$ cat src/hw/rtl/cic_pkg.sv
package cic_pkg;

    // Duplicate-filter table depth and its pointer width
    localparam int SEEN_DEPTH = 16;
    localparam int SEEN_PTR_W = (SEEN_DEPTH > 1) ? $clog2(SEEN_DEPTH) : 1;
    localparam int KEY_W      = 64;

    // Configuration register indexes
    localparam logic [1:0] CFG_RETRY_BUDGET = 2'd0;
    localparam logic [1:0] CFG_ZONE_X       = 2'd1;
    localparam logic [1:0] CFG_ZONE_Y       = 2'd2;

    localparam logic [3:0] RETRY_BUDGET_RST = 4'd2;

    // Command / reply opcodes
    localparam logic [2:0] OP_BOOT    = 3'd0;
    localparam logic [2:0] OP_ARM     = 3'd1;
    localparam logic [2:0] OP_FIRE    = 3'd2;
    localparam logic [2:0] OP_CONFIRM = 3'd3;
    localparam logic [2:0] OP_REFRESH = 3'd4;
    localparam logic [2:0] OP_RECOVER = 3'd5;
    localparam logic [2:0] OP_HALT    = 3'd6;

    // Reply classes
    localparam logic [1:0] CLS_ACK    = 2'd0;
    localparam logic [1:0] CLS_NACK   = 2'd1;
    localparam logic [1:0] CLS_STATUS = 2'd2;
    localparam logic [1:0] CLS_ERROR  = 2'd3;

    // Zone modes
    localparam logic [2:0] MODE_RESET      = 3'd0;
    localparam logic [2:0] MODE_IDLE       = 3'd1;
    localparam logic [2:0] MODE_ARMED      = 3'd2;
    localparam logic [2:0] MODE_RECOVERING = 3'd3;
    localparam logic [2:0] MODE_HALTED     = 3'd4;

    // Reason codes
    localparam logic [4:0] RSN_ZONE_HALTED    = 5'd0;
    localparam logic [4:0] RSN_INVALID_PACKET = 5'd1;
    localparam logic [4:0] RSN_DUPLICATE      = 5'd2;
    localparam logic [4:0] RSN_CONFIRM_LOCAL  = 5'd3;
    localparam logic [4:0] RSN_ALREADY_BOOTED = 5'd4;
    localparam logic [4:0] RSN_BOOT_COMMITTED = 5'd5;
    localparam logic [4:0] RSN_NOT_IDLE       = 5'd6;
    localparam logic [4:0] RSN_RES_RESERVED   = 5'd7;
    localparam logic [4:0] RSN_NOT_ARMED      = 5'd8;
    localparam logic [4:0] RSN_ACT_NOT_ACC    = 5'd9;
    localparam logic [4:0] RSN_COMMIT_CONF    = 5'd10;
    localparam logic [4:0] RSN_RETRY_REQ      = 5'd11;
    localparam logic [4:0] RSN_UNBOOTED       = 5'd12;
    localparam logic [4:0] RSN_NO_VALID_SRC   = 5'd13;
    localparam logic [4:0] RSN_SCRUB_COMMIT   = 5'd14;
    localparam logic [4:0] RSN_RECOVERY_DONE  = 5'd15;
    localparam logic [4:0] RSN_REMOTE_HALT    = 5'd16;
    localparam logic [4:0] RSN_BUDGET_EXHAUST = 5'd17;
    localparam logic [4:0] RSN_WRONG_ENDPOINT = 5'd18;

    localparam logic [15:0] COMMIT_MAX = 16'hFFFF;

    typedef struct packed {
        logic [2:0]  command;
        logic [7:0]  src_x;
        logic [7:0]  src_y;
        logic [7:0]  dst_x;
        logic [7:0]  dst_y;
        logic [31:0] txn_id;
        logic [3:0]  try_number;
        logic [15:0] seq_no;
        logic        integrity_ok;
        logic        refresh_source_ok;
        logic        act_accepted;
        logic        act_confirmed;
    } cic_in_t;

    typedef struct packed {
        logic [1:0]  reply_class;
        logic [2:0]  reply_op;
        logic [4:0]  reason;
        logic [7:0]  reply_dst_x;
        logic [7:0]  reply_dst_y;
        logic [31:0] reply_txn;
        logic [3:0]  reply_try;
        logic [15:0] reply_seq;
        logic        fire_pulse;
        logic        reset_pulse;
        logic [2:0]  zone_mode;
        logic [15:0] commit_total;
    } cic_out_t;

    // Controller to datapath commands
    typedef struct packed {
        logic load_item;
        logic load_match;
        logic execute;
    } cic_cmd_t;

endpackage

$ cat src/hw/rtl/cic_seen.sv
module cic_seen (
    input  logic                           aclk,
    input  logic                           aresetn,
    input  logic [cic_pkg::KEY_W-1:0]      key,
    input  logic                           load_match,
    input  logic                           record,
    output logic                           dup
);

    logic [cic_pkg::KEY_W-1:0]      keys_reg [cic_pkg::SEEN_DEPTH];
    logic [cic_pkg::SEEN_DEPTH-1:0] valid_reg;
    logic [cic_pkg::SEEN_PTR_W-1:0] ptr_reg;
    logic [cic_pkg::SEEN_PTR_W-1:0] ptr_next;
    logic [cic_pkg::SEEN_DEPTH-1:0] match_reg;
    logic [cic_pkg::SEEN_DEPTH-1:0] match_next;

    always_comb begin
        for (int i = 0; i < cic_pkg::SEEN_DEPTH; i++) begin
            match_next[i] = valid_reg[i] && (keys_reg[i] == key);
        end
    end

    // Oldest entry is replaced first
    assign ptr_next = (ptr_reg == cic_pkg::SEEN_PTR_W'(cic_pkg::SEEN_DEPTH - 1))
                      ? '0 : ptr_reg + 1'b1;

    assign dup = |match_reg;

    always_ff @(posedge aclk) begin
        if (!aresetn) begin
            valid_reg <= '0;
            ptr_reg   <= '0;
        end else if (record) begin
            valid_reg[ptr_reg] <= 1'b1;
            ptr_reg            <= ptr_next;
        end
    end

    always_ff @(posedge aclk) begin
        if (record) begin
            keys_reg[ptr_reg] <= key;
        end
    end

    always_ff @(posedge aclk) begin
        if (load_match) begin
            match_reg <= match_next;
        end
    end

endmodule

$ cat src/hw/rtl/cic_dp.sv
module cic_dp (
    input  logic               aclk,
    input  logic               aresetn,
    input  cic_pkg::cic_cmd_t  cmd,
    input  cic_pkg::cic_in_t   s_data,
    input  logic               cfg_wr_en,
    input  logic [1:0]         cfg_index,
    input  logic [7:0]         cfg_wdata,
    output cic_pkg::cic_out_t  m_data
);

    cic_pkg::cic_in_t  item_reg;
    cic_pkg::cic_out_t result_reg;
    cic_pkg::cic_out_t result_next;

    logic [3:0]  retry_budget_reg;
    logic [7:0]  zone_x_reg;
    logic [7:0]  zone_y_reg;

    logic [2:0]  mode_reg,   mode_next;
    logic        booted_reg, booted_next;
    logic [31:0] armed_txn_reg, armed_txn_next;
    logic [15:0] commit_reg, commit_next;

    logic [cic_pkg::KEY_W-1:0] key;
    logic dup;
    logic record;

    assign key = {item_reg.src_x, item_reg.src_y, item_reg.txn_id, item_reg.seq_no};

    cic_seen u_seen (
        .aclk       (aclk),
        .aresetn    (aresetn),
        .key        (key),
        .load_match (cmd.load_match),
        .record     (record),
        .dup        (dup)
    );

    always_ff @(posedge aclk) begin
        if (!aresetn) begin
            retry_budget_reg <= cic_pkg::RETRY_BUDGET_RST;
            zone_x_reg       <= '0;
            zone_y_reg       <= '0;
        end else if (cfg_wr_en) begin
            unique case (cfg_index)
                cic_pkg::CFG_RETRY_BUDGET: retry_budget_reg <= cfg_wdata[3:0];
                cic_pkg::CFG_ZONE_X:       zone_x_reg       <= cfg_wdata;
                cic_pkg::CFG_ZONE_Y:       zone_y_reg       <= cfg_wdata;
                default: ;
            endcase
        end
    end

    always_comb begin
        logic rec;
        rec            = 1'b0;
        mode_next      = mode_reg;
        booted_next    = booted_reg;
        armed_txn_next = armed_txn_reg;
        commit_next    = commit_reg;

        result_next.reply_class  = cic_pkg::CLS_NACK;
        result_next.reply_op     = item_reg.command;
        result_next.reason       = cic_pkg::RSN_ZONE_HALTED;
        result_next.reply_dst_x  = item_reg.src_x;
        result_next.reply_dst_y  = item_reg.src_y;
        result_next.reply_txn    = item_reg.txn_id;
        result_next.reply_try    = item_reg.try_number;
        result_next.reply_seq    = item_reg.seq_no;
        result_next.fire_pulse   = 1'b0;
        result_next.reset_pulse  = 1'b0;

        if (mode_reg == cic_pkg::MODE_HALTED && item_reg.command != cic_pkg::OP_BOOT) begin
            result_next.reply_op = cic_pkg::OP_HALT;
        end else if (!item_reg.integrity_ok) begin
            mode_next               = cic_pkg::MODE_RECOVERING;
            result_next.reset_pulse = 1'b1;
            result_next.reply_op    = cic_pkg::OP_RECOVER;
            result_next.reason      = cic_pkg::RSN_INVALID_PACKET;
        end else if (item_reg.dst_x != zone_x_reg || item_reg.dst_y != zone_y_reg) begin
            result_next.reply_class = cic_pkg::CLS_ERROR;
            result_next.reason      = cic_pkg::RSN_WRONG_ENDPOINT;
        end else if (dup) begin
            result_next.reply_class = cic_pkg::CLS_ACK;
            result_next.reason      = cic_pkg::RSN_DUPLICATE;
        end else begin
            rec = 1'b1;
            case (item_reg.command)
                cic_pkg::OP_BOOT: begin
                    if (mode_reg != cic_pkg::MODE_RESET && mode_reg != cic_pkg::MODE_HALTED) begin
                        result_next.reason = cic_pkg::RSN_ALREADY_BOOTED;
                    end else begin
                        booted_next             = 1'b1;
                        mode_next               = cic_pkg::MODE_IDLE;
                        result_next.reply_class = cic_pkg::CLS_ACK;
                        result_next.reason      = cic_pkg::RSN_BOOT_COMMITTED;
                    end
                end
                cic_pkg::OP_ARM: begin
                    if (!booted_reg || mode_reg != cic_pkg::MODE_IDLE) begin
                        result_next.reason = cic_pkg::RSN_NOT_IDLE;
                    end else begin
                        armed_txn_next          = item_reg.txn_id;
                        mode_next               = cic_pkg::MODE_ARMED;
                        result_next.reply_class = cic_pkg::CLS_ACK;
                        result_next.reason      = cic_pkg::RSN_RES_RESERVED;
                    end
                end
                cic_pkg::OP_FIRE: begin
                    if (!booted_reg || mode_reg != cic_pkg::MODE_ARMED ||
                        armed_txn_reg != item_reg.txn_id) begin
                        result_next.reason = cic_pkg::RSN_NOT_ARMED;
                    end else begin
                        result_next.fire_pulse = 1'b1;
                        if (!item_reg.act_accepted) begin
                            result_next.reset_pulse = 1'b1;
                            mode_next               = cic_pkg::MODE_IDLE;
                            result_next.reason      = cic_pkg::RSN_ACT_NOT_ACC;
                        end else if (item_reg.act_confirmed) begin
                            if (commit_reg != cic_pkg::COMMIT_MAX) begin
                                commit_next = commit_reg + 16'd1;
                            end
                            mode_next               = cic_pkg::MODE_IDLE;
                            result_next.reply_class = cic_pkg::CLS_STATUS;
                            result_next.reply_op    = cic_pkg::OP_CONFIRM;
                            result_next.reason      = cic_pkg::RSN_COMMIT_CONF;
                        end else begin
                            result_next.reset_pulse = 1'b1;
                            if (item_reg.try_number < retry_budget_reg) begin
                                mode_next            = cic_pkg::MODE_IDLE;
                                result_next.reply_op = cic_pkg::OP_RECOVER;
                                result_next.reason   = cic_pkg::RSN_RETRY_REQ;
                            end else begin
                                mode_next            = cic_pkg::MODE_HALTED;
                                result_next.reply_op = cic_pkg::OP_HALT;
                                result_next.reason   = cic_pkg::RSN_BUDGET_EXHAUST;
                            end
                        end
                    end
                end
                cic_pkg::OP_REFRESH: begin
                    if (!booted_reg) begin
                        result_next.reason = cic_pkg::RSN_UNBOOTED;
                    end else if (!item_reg.refresh_source_ok) begin
                        result_next.reason = cic_pkg::RSN_NO_VALID_SRC;
                    end else begin
                        result_next.reply_class = cic_pkg::CLS_ACK;
                        result_next.reason      = cic_pkg::RSN_SCRUB_COMMIT;
                    end
                end
                cic_pkg::OP_RECOVER: begin
                    if (!booted_reg) begin
                        result_next.reason = cic_pkg::RSN_UNBOOTED;
                    end else begin
                        result_next.reset_pulse = 1'b1;
                        mode_next               = cic_pkg::MODE_IDLE;
                        result_next.reply_class = cic_pkg::CLS_ACK;
                        result_next.reason      = cic_pkg::RSN_RECOVERY_DONE;
                    end
                end
                cic_pkg::OP_HALT: begin
                    result_next.reset_pulse = 1'b1;
                    mode_next               = cic_pkg::MODE_HALTED;
                    result_next.reason      = cic_pkg::RSN_REMOTE_HALT;
                end
                default: begin
                    // confirm and the unused code are rejected alike
                    result_next.reply_op = cic_pkg::OP_CONFIRM;
                    result_next.reason   = cic_pkg::RSN_CONFIRM_LOCAL;
                end
            endcase
        end

        result_next.zone_mode    = mode_next;
        result_next.commit_total = commit_next;
        record = rec && cmd.execute;
    end

    always_ff @(posedge aclk) begin
        if (!aresetn) begin
            mode_reg      <= cic_pkg::MODE_RESET;
            booted_reg    <= 1'b0;
            armed_txn_reg <= '0;
            commit_reg    <= '0;
        end else if (cmd.execute) begin
            mode_reg      <= mode_next;
            booted_reg    <= booted_next;
            armed_txn_reg <= armed_txn_next;
            commit_reg    <= commit_next;
        end
    end

    always_ff @(posedge aclk) begin
        if (cmd.load_item) begin
            item_reg <= s_data;
        end
        if (cmd.execute) begin
            result_reg <= result_next;
        end
    end

    assign m_data = result_reg;

endmodule

$ cat src/hw/rtl/cic_ctrl.sv
module cic_ctrl (
    input  logic               aclk,
    input  logic               aresetn,
    input  logic               s_valid,
    output logic               s_ready,
    output logic               m_valid,
    input  logic               m_ready,
    output cic_pkg::cic_cmd_t  cmd
);

    typedef enum logic [1:0] {
        ST_IDLE,
        ST_MATCH,
        ST_EXEC
    } state_t;

    state_t state_reg, state_next;
    logic   m_valid_reg, m_valid_next;
    logic   out_free;

    assign out_free = !m_valid_reg || m_ready;

    always_comb begin
        state_next     = state_reg;
        s_ready        = 1'b0;
        cmd.load_match = 1'b0;
        cmd.execute    = 1'b0;
        unique case (state_reg)
            ST_IDLE: begin
                s_ready = 1'b1;
                if (s_valid) begin
                    state_next = ST_MATCH;
                end
            end
            ST_MATCH: begin
                cmd.load_match = 1'b1;
                state_next     = ST_EXEC;
            end
            ST_EXEC: begin
                // hold the decision until the output register is free
                if (out_free) begin
                    cmd.execute = 1'b1;
                    s_ready     = 1'b1;
                    state_next  = s_valid ? ST_MATCH : ST_IDLE;
                end
            end
            default: state_next = ST_IDLE;
        endcase
        cmd.load_item = s_valid && s_ready;
        m_valid_next  = cmd.execute ? 1'b1 : (m_ready ? 1'b0 : m_valid_reg);
    end

    always_ff @(posedge aclk) begin
        if (!aresetn) begin
            state_reg   <= ST_IDLE;
            m_valid_reg <= 1'b0;
        end else begin
            state_reg   <= state_next;
            m_valid_reg <= m_valid_next;
        end
    end

    assign m_valid = m_valid_reg;

endmodule

$ cat src/hw/rtl/command_interlock_controller.sv
// Zone command interlock controller: one reply for every command packet, in
// order. A packet is captured into the item register, compared against all 16
// entries of the recent-key table at once into a registered match vector, and
// then decided and written to the output register, during which the next
// packet can already be taken. A result that is not taken stalls the decision
// until the output register frees. No clearing pass follows reset. Configuration
// writes (retry budget, zone x, zone y) are taken any cycle and should be made
// while no packet is pending.
module command_interlock_controller (
    input  logic               aclk,
    input  logic               aresetn,
    input  logic               s_valid,
    output logic               s_ready,
    input  cic_pkg::cic_in_t   s_data,
    output logic               m_valid,
    input  logic               m_ready,
    output cic_pkg::cic_out_t  m_data,
    input  logic               cfg_wr_en,
    input  logic [1:0]         cfg_index,
    input  logic [7:0]         cfg_wdata
);

    cic_pkg::cic_cmd_t ctl_cmd;

    cic_ctrl u_ctrl (
        .aclk    (aclk),
        .aresetn (aresetn),
        .s_valid (s_valid),
        .s_ready (s_ready),
        .m_valid (m_valid),
        .m_ready (m_ready),
        .cmd     (ctl_cmd)
    );

    cic_dp u_dp (
        .aclk      (aclk),
        .aresetn   (aresetn),
        .cmd       (ctl_cmd),
        .s_data    (s_data),
        .cfg_wr_en (cfg_wr_en),
        .cfg_index (cfg_index),
        .cfg_wdata (cfg_wdata),
        .m_data    (m_data)
    );

    // never overwrite a result that is still waiting
    a_no_overwrite: assert property (@(posedge aclk) disable iff (!aresetn)
        ctl_cmd.execute |-> (!m_valid || m_ready))
        else $error("result overwritten before transfer");

    a_wrong_ep: assert property (@(posedge aclk) disable iff (!aresetn)
        m_valid && m_data.reply_class == cic_pkg::CLS_ERROR
        |-> m_data.reason == cic_pkg::RSN_WRONG_ENDPOINT)
        else $error("error class without wrong endpoint reason");

    a_fire_outcome: assert property (@(posedge aclk) disable iff (!aresetn)
        m_valid && m_data.fire_pulse
        |-> m_data.reset_pulse || m_data.reply_class == cic_pkg::CLS_STATUS)
        else $error("fire without confirm or actuator reset");

endmodule

$ cat config.mk
export PLATFORM = sky130hd
export DESIGN_NAME = command_interlock_controller
export DESIGN_NICKNAME = d
export VERILOG_FILES = /design/src/hw/rtl/cic_pkg.sv /design/src/hw/rtl/cic_seen.sv /design/src/hw/rtl/cic_dp.sv /design/src/hw/rtl/cic_ctrl.sv /design/src/hw/rtl/command_interlock_controller.sv
export SDC_FILE = /design/constraint.sdc
export NUM_CORES = 2
export LEC_CHECK = 0
export BUFFER_PORTS_ARGS = -buffer_cell sky130_fd_sc_hd__buf_2
export CAP_MARGIN = 15
export CELL_PAD_IN_SITES_DETAIL_PLACEMENT = 0
export CELL_PAD_IN_SITES_GLOBAL_PLACEMENT = 1
export CORE_MARGIN = 2
export CORE_UTILIZATION = 25
export DETAILED_ROUTE_END_ITERATION = 10
export GPL_ROUTABILITY_DRIVEN = 1
export PLACE_DENSITY = 0.45
export SETUP_SLACK_MARGIN = 0.5
export SLEW_MARGIN = 20
export SYNTH_ARGS = -nofsm -noshare
export SYNTH_HDL_FRONTEND = slang
export SYNTH_HIERARCHICAL = 1
export SYNTH_SLANG_ARGS = --single-unit
$ cat constraint.sdc
create_clock -name aclk -period 10.6 [get_ports aclk]
set_clock_uncertainty 0.1 [all_clocks]
set_input_delay 1.59 -clock aclk [delete_from_list [all_inputs] [get_ports aclk]]
set_output_delay 1.59 -clock aclk [all_outputs]
set_load 0.05 [all_outputs]
# After elaboration in Yosys (flattened, before gate mapping)
# Memories as Yosys holds them, arrays and structs flattened.
# Cells that the tools add are included.
[op_classes] bitwise=8 n_mux=75 n_reduce_logical=46 n_addsub=2 eq_ne=36 n_lt_le_gt_ge=3
[ops] operator="== test 64 bit" n=16
[ops] operator="two-way mux 16 bit" n=9
[ops] operator="two-way mux 3 bit" n=13
[ops] operator="two-way mux 5 bit" n=7
[ops] operator="!= test 32 bit" n=1
[ops] operator="case mux 5 bit (6 select lines)" n=1
[ops] operator="two-way mux 1 bit" n=25
[ops] operator="logical AND 1 bit" n=21
[ops] operator="OR reduction 20 bit" n=1
[ops] operator="OR reduction 19 bit" n=1
[ops] operator="two-way mux 2 bit" n=9
[ops] operator="adder 16 x 1 -> 16 bit (second input constant)" n=1
[ops] operator="!= test 16 bit (second input constant)" n=1
[ops] operator="!= test 8 bit" n=2
[ops] operator="OR 16 bit" n=1
[ops] operator="OR reduction 16 bit" n=1
[ops] operator="case mux 3 bit (5 select lines)" n=1
[ops] operator="two-way mux 7 bit" n=2
[ops] operator="AND reduction 7 bit" n=2
[ops] operator="== test 3 bit (second input constant)" n=4
[ops] operator="case mux 2 bit (5 select lines)" n=1
[ops] operator="two-way mux 8 bit" n=1
[ops] operator="AND reduction 2 bit" n=4
[ops] operator="inverter 1 bit" n=7
[ops] operator="other kinds (29)" n=38
[word_totals] inputBits=106 out_inout_bits=101 reg_bits=301 mem_bits_rw=1024 n_memories=1
[mem_list] name="u_dp.u_seen.keys_reg" words=16 width=64 read_ports=16 rd_clocked_by_memory_dff=0 write_ports=1 line="cic_seen.sv:10" rtl="logic [cic_pkg::KEY_W-1:0] keys_reg [cic_pkg::SEEN_DEPTH];"

# Logic depth before layout (Yosys ltp)
[logic_depth] depth_word=10 mapped_depth=13

# Modules after synthesis
# The synthesis kept the hierarchy.
[modules_own_cells] module="cic_seen" seq_area_each_um2=31630.3 cells_per_inst=2725 instances=1 area_per_inst_um2=44041.0
[modules_own_cells] module="cic_dp" seq_area_each_um2=7146.9 cells_per_inst=761 instances=1 area_per_inst_um2=10119.7
[modules_own_cells] module="cic_ctrl" seq_area_each_um2=60.1 cells_per_inst=16 instances=1 area_per_inst_um2=167.7

# Worst setup path after synthesis
# Ideal clock, no wire load.
[synth_timing] path_type="input port to flip-flop" startpoint="in m_ready" endpoint="reg u_dp/item_reg[0] (netlist bit) (enable)" setup_time_ns=0.670 slack_ns=1.432 arrival_time_ns=8.398 path_stages=2 path_cell_list="and3b_1 > nor3b_1"
[synth_lines] element="start, declared" line="command_interlock_controller.sv:16" rtl="input logic m_ready,"
[synth_lines] element="end signal, assigned" line="cic_dp.sv:196" rtl="item_reg <= s_data;"
[synth_lines] element="end, declared" line="cic_dp.sv:12" rtl="cic_pkg::cic_in_t item_reg;"

# Final worst setup path
[layout_timing] startpoint="reg u_dp/item_reg[69] (netlist bit)" endpoint="mem u_dp/u_seen/keys_reg[1][5] (netlist bit) (enable)"
[layout_via] elab_chain_len=8
[layout_lines] element="!= test 8 bit" line="cic_dp.sv:81" rtl="end else if (item_reg.dst_x != zone_x_reg || item_reg.dst_y != zone_y_reg) begin"
[layout_lines] element="logical OR 1 bit" line="cic_dp.sv:81"
[layout_lines] element="two-way mux 1 bit" line="cic_dp.sv:81"
[layout_lines] element="two-way mux 1 bit" line="cic_dp.sv:76" rtl="end else if (!item_reg.integrity_ok) begin"
[layout_lines] element="two-way mux 1 bit" line="cic_dp.sv:74" rtl="if (mode_reg == cic_pkg::MODE_HALTED && item_reg.command != cic_pkg::OP_BOOT) begin"
[layout_lines] element="logical AND 1 bit" line="cic_dp.sv:177" rtl="record = rec && cmd.execute;"
[layout_lines] element="net u_dp.record" line="cic_dp.sv:27" rtl="logic record;"
[layout_lines] element="two-way mux 1 bit" line="cic_seen.sv:40" rtl="if (record) begin"
[layout_lines] element="two-way mux 1 bit (implied by the code)" line="cic_seen.sv:41" rtl="keys_reg[ptr_reg] <= key;"
[layout_lines] element="end, declared" line="cic_seen.sv:10"
# The timed path passes the listed nets, and every way through them passes these cells.

==> flow_summary.yaml <==
detailed_routing:
  drc_errors: 0
  detail-route-antenna-nets: 0
  wl_met1_mm: 85.41
  routed_wl_mm: 189.5
  drt_iter0_markers: 2660
  wl_met2_mm: 93.30
  vias: 30652
  drt_first_pass_iters: 5
  via_per_inst: 4.485
  top_layer: "met4"
  wl_per_cell_um: 27.72
  wl_met3_mm: 7.396
layout:
  final_util_pct: 29.65
  layout_commonest_cell: "edfxtp_1"
  design_area_um2: 64200
  largest_reg_flops: 1024
  nets: 3954
  nFillCells: 21703
  drive_gt1_share_pct: 14.85
  area_delta_synth_final_pct: 18.17
  most-common-layout-cells: "edfxtp_1, xnor2_1, xor2_1, buf_2, nand4_1"
cts:
  clock_sinks: 1325
  cts.repair.resized: 0
  tritoncts: "yes"
  clock_path_buffers: 3
  cts_made_buffers: 158
  ctsHoldBuffers: 0
  htreeDepth: 4
  cts.root.buffer_cell: "clkbuf_16"
  post-cts-setup-buffers: 0
  clk_pin_slew_worst_paths_ns: 0.06
  insertion_delay_ns: 0.82
sta:
  final.setup.tns_ns: 0
  final.period_utilization_pct: 47.03
  timing.fmax_ghz: 0.2006
  slew_viol_final: 0
  timing.final.crit_period_ns: 4.986
  finalSetupViolations: 0
  relSlewSlack_pct: 29.19
  tightest_slew_ns: 1.052
  rsz0062_at_grt: "no"
  finalWorstSetupSlack_ns: 5.614
  finalHoldViolations: 0
yosys:
  synth_edf_count: 1230
  ys_seq_area_share_pct: 71.49
  yosys_warnings: 6
  async_reset_ff_share_pct: 0
  synth-seq-cells: 1325
  synth_flop_cell: "edfxtp_1"
  yosys.cell_types.count: 77
  syn_nets: 3616
  netlist_area_um2: 54330
  postSynthCellCount: 3502
  avgSynthCellArea_um2: 15.51
critical_path:
  cp_common_cell: "nor2_1"
  cp_slowest_stage_delay_ns: 0.83
  r2r-end: "u_dp/u_seen/keys_reg[1][5]"
  arrival_ns: 5.30
  startpoint: "u_dp/item_reg[69]"
  r2r_slack_ns: 5.61
  ff2ff_path_depth: 9
  rr_startpoint: "u_dp/item_reg[69]"
  cp_cell_sequence: "xor2_1 > nor4_1 > nand4_1 > nor2_1 > nand2_1 > nor2_1 > buf_4 > nor3b_2 > and2_4"
  slowest_stage: "and2_4"
  cp_max_fo: 65
  cp-end-kind: "flop"
  critPathKind: "reg2reg"
  crit_path_start_kind: "flop"
  cp_data_required_time_ns: 10.92
die:
  pin_count: 207
  placementRows: 171
  die_w_um: 470.2
  die_h_um: 470.2
  initial_utilization_pct: 25.09
  fp.coreArea_um2: 216500
  die_area_um2: 221100
placement:
  place_area_um2: 59320
  io_buffer_count: 206
  pre_cts_ws_ns: 5.137
  gp_congestion: 0.7787
  dp_hpwl_mm: 117.1
pwr:
  p_int_mw: 8.844
  powerDensity_nw_per_um2: 182.1
  p_total_mw: 11.69
  p_sw_mw: 2.844
  p_sw_share_pct: 24.33
  seq_power_share_pct: 49.5
  pwr-share-clk_pct: 44.1
  power_leakage_nw: 20.43
  vdd_drop_max_v: 0.0001680
  comb_power_share_pct: 6.4
global_routing:
  antenna_found_initial: 27
  grt_pass1_wl_mm: 257.3
  grt_max_degree: 66
  grt_pass1_vias: 30579
  grtUsageTotal_pct: 16.81
  grt-ovfl-total: 0
hold_path:
  hold_depth: 1
  hold_end: "u_dp/u_seen/valid_reg[0]"
  hp-class: "reg2reg"
  holdCritStartpoint: "u_dp/u_seen/valid_reg[0]"
flow_run:
  cap_violations: 0
outcome:
  status: "finished, final reports clean"
[synth_stat cells (5+ instances only)]
library cell,instances,area (um^2)
o2bb2ai_1,21,183.9
nor3_1,33,165.2
a222oi_1,7,70.07
buf_1,5,18.77
nand2_1,71,266.5
buf_4,13,97.59
xor2_1,384,3363
nor3b_1,5,37.54
or3_1,10,62.56
clkbuf_1,39,146.4
and3_1,9,56.30
nand2b_1,20,125.1
buf_2,101,505.5
a22o_1,10,87.58
o21ai_0,57,285.3
and2_1,25,156.4
and4_1,9,78.83
a22oi_1,16,120.1
o22ai_1,57,356.6
a21oi_1,40,200.2
nand3_1,59,295.3
o21a_1,18,135.1
nand4_1,168,1051
mux2i_1,18,180.2
edfxtp_1,1230,36940
dfxtp_1,95,1902
nor2_1,71,266.5
nor4_1,136,850.8
nor2b_1,8,50.05
ha_1,8,100.1
a221oi_1,27,236.5
or4_1,6,45.04
o2111ai_1,7,61.31
inv_1,97,364.1
xnor2_1,536,4695
clkinv_1,6,22.52
[routing by layer]
metal | vias to the layer above | track usage (%)
met5 | - | 0
met4 | 0 | 3.751
met3 | 200 | 2.233
met2 | 748 | 28.73
met1 | 15927 | 22.58
li1 | 13777 | -
[critical path, delay by kind of cell (launching register included)]
| kind | cells | cell delay (ns) |
|---|---|---|
| buffers and inverters | 1 | 0.25 |
| AND/OR/NAND/NOR | 7 | 3.60 |
| flip-flops | 1 | 0.38 |
| XOR/XNOR | 1 | 0.16 |
[area by class of cell]
type / instances / area (um^2) / share of cell area, %
Sequential cell: 1325 / 38840 / 60.49
Multi-Input combinational cell: 1910 / 14350 / 22.35
Clock buffer: 215 / 4228 / 6.585
Tap cell: 2854 / 3571 / 5.562
Timing Repair Buffer: 340 / 2165 / 3.372
Clock inverter: 78 / 636.9 / 0.9920
Inverter: 105 / 394.1 / 0.6139
Antenna cell: 7 / 17.52 / 0.02729
[cells by family after synthesis]
kind of cell	count (synthesis)	share of synthesized area [%]
buf+inv	267	2.222
flops	1325	71.49
fa+ha+maj	8	0.1843
simple gates	661	7.073
xor+xnor	920	14.83
compound gates	300	3.809
mux	21	0.3938
[per-stage QoR]
stage          std cells  hold WS, ns
2_1_floorplan       3502       0.3168
3_3_place_gp        6534       0.3354
6_report            6834       0.3549
4_1_cts             6827       0.3604
5_1_grt             6827       0.3786
3_5_place_dp        6534       0.3489
[worst max path at each step]
| stage | to | slack, ns | depth (start not counted) |
|---|---|---|---|
| 3_3_place_gp | u_dp/u_seen/keys_reg[0][11] | 5.14 | 9 |
| 5_1_grt | u_dp/u_seen/keys_reg[0][32] | 5.22 | 9 |
| 2_1_floorplan | u_dp/item_reg[0] | 1.43 | 2 |
| 3_5_place_dp | u_dp/u_seen/keys_reg[0][11] | 5.14 | 9 |
| 6_report | u_dp/u_seen/keys_reg[1][5] | 5.61 | 9 |
| 4_1_cts | u_dp/u_seen/keys_reg[1][32] | 5.45 | 9 |
[power groups by stage]
stage / sequential [mW] / clock (mW) / combinational (mW)
2_1_floorplan: 5.95 / 0 / 0.315
3_5_place_dp: 5.89 / 0 / 0.776
6_report: 5.78 / 5.16 / 0.749
3_3_place_gp: 5.89 / 0 / 0.777
5_1_grt: 5.78 / 5.51 / 0.801
4_1_cts: 5.78 / 5.32 / 0.779
(Power assumes the default switching activity.)
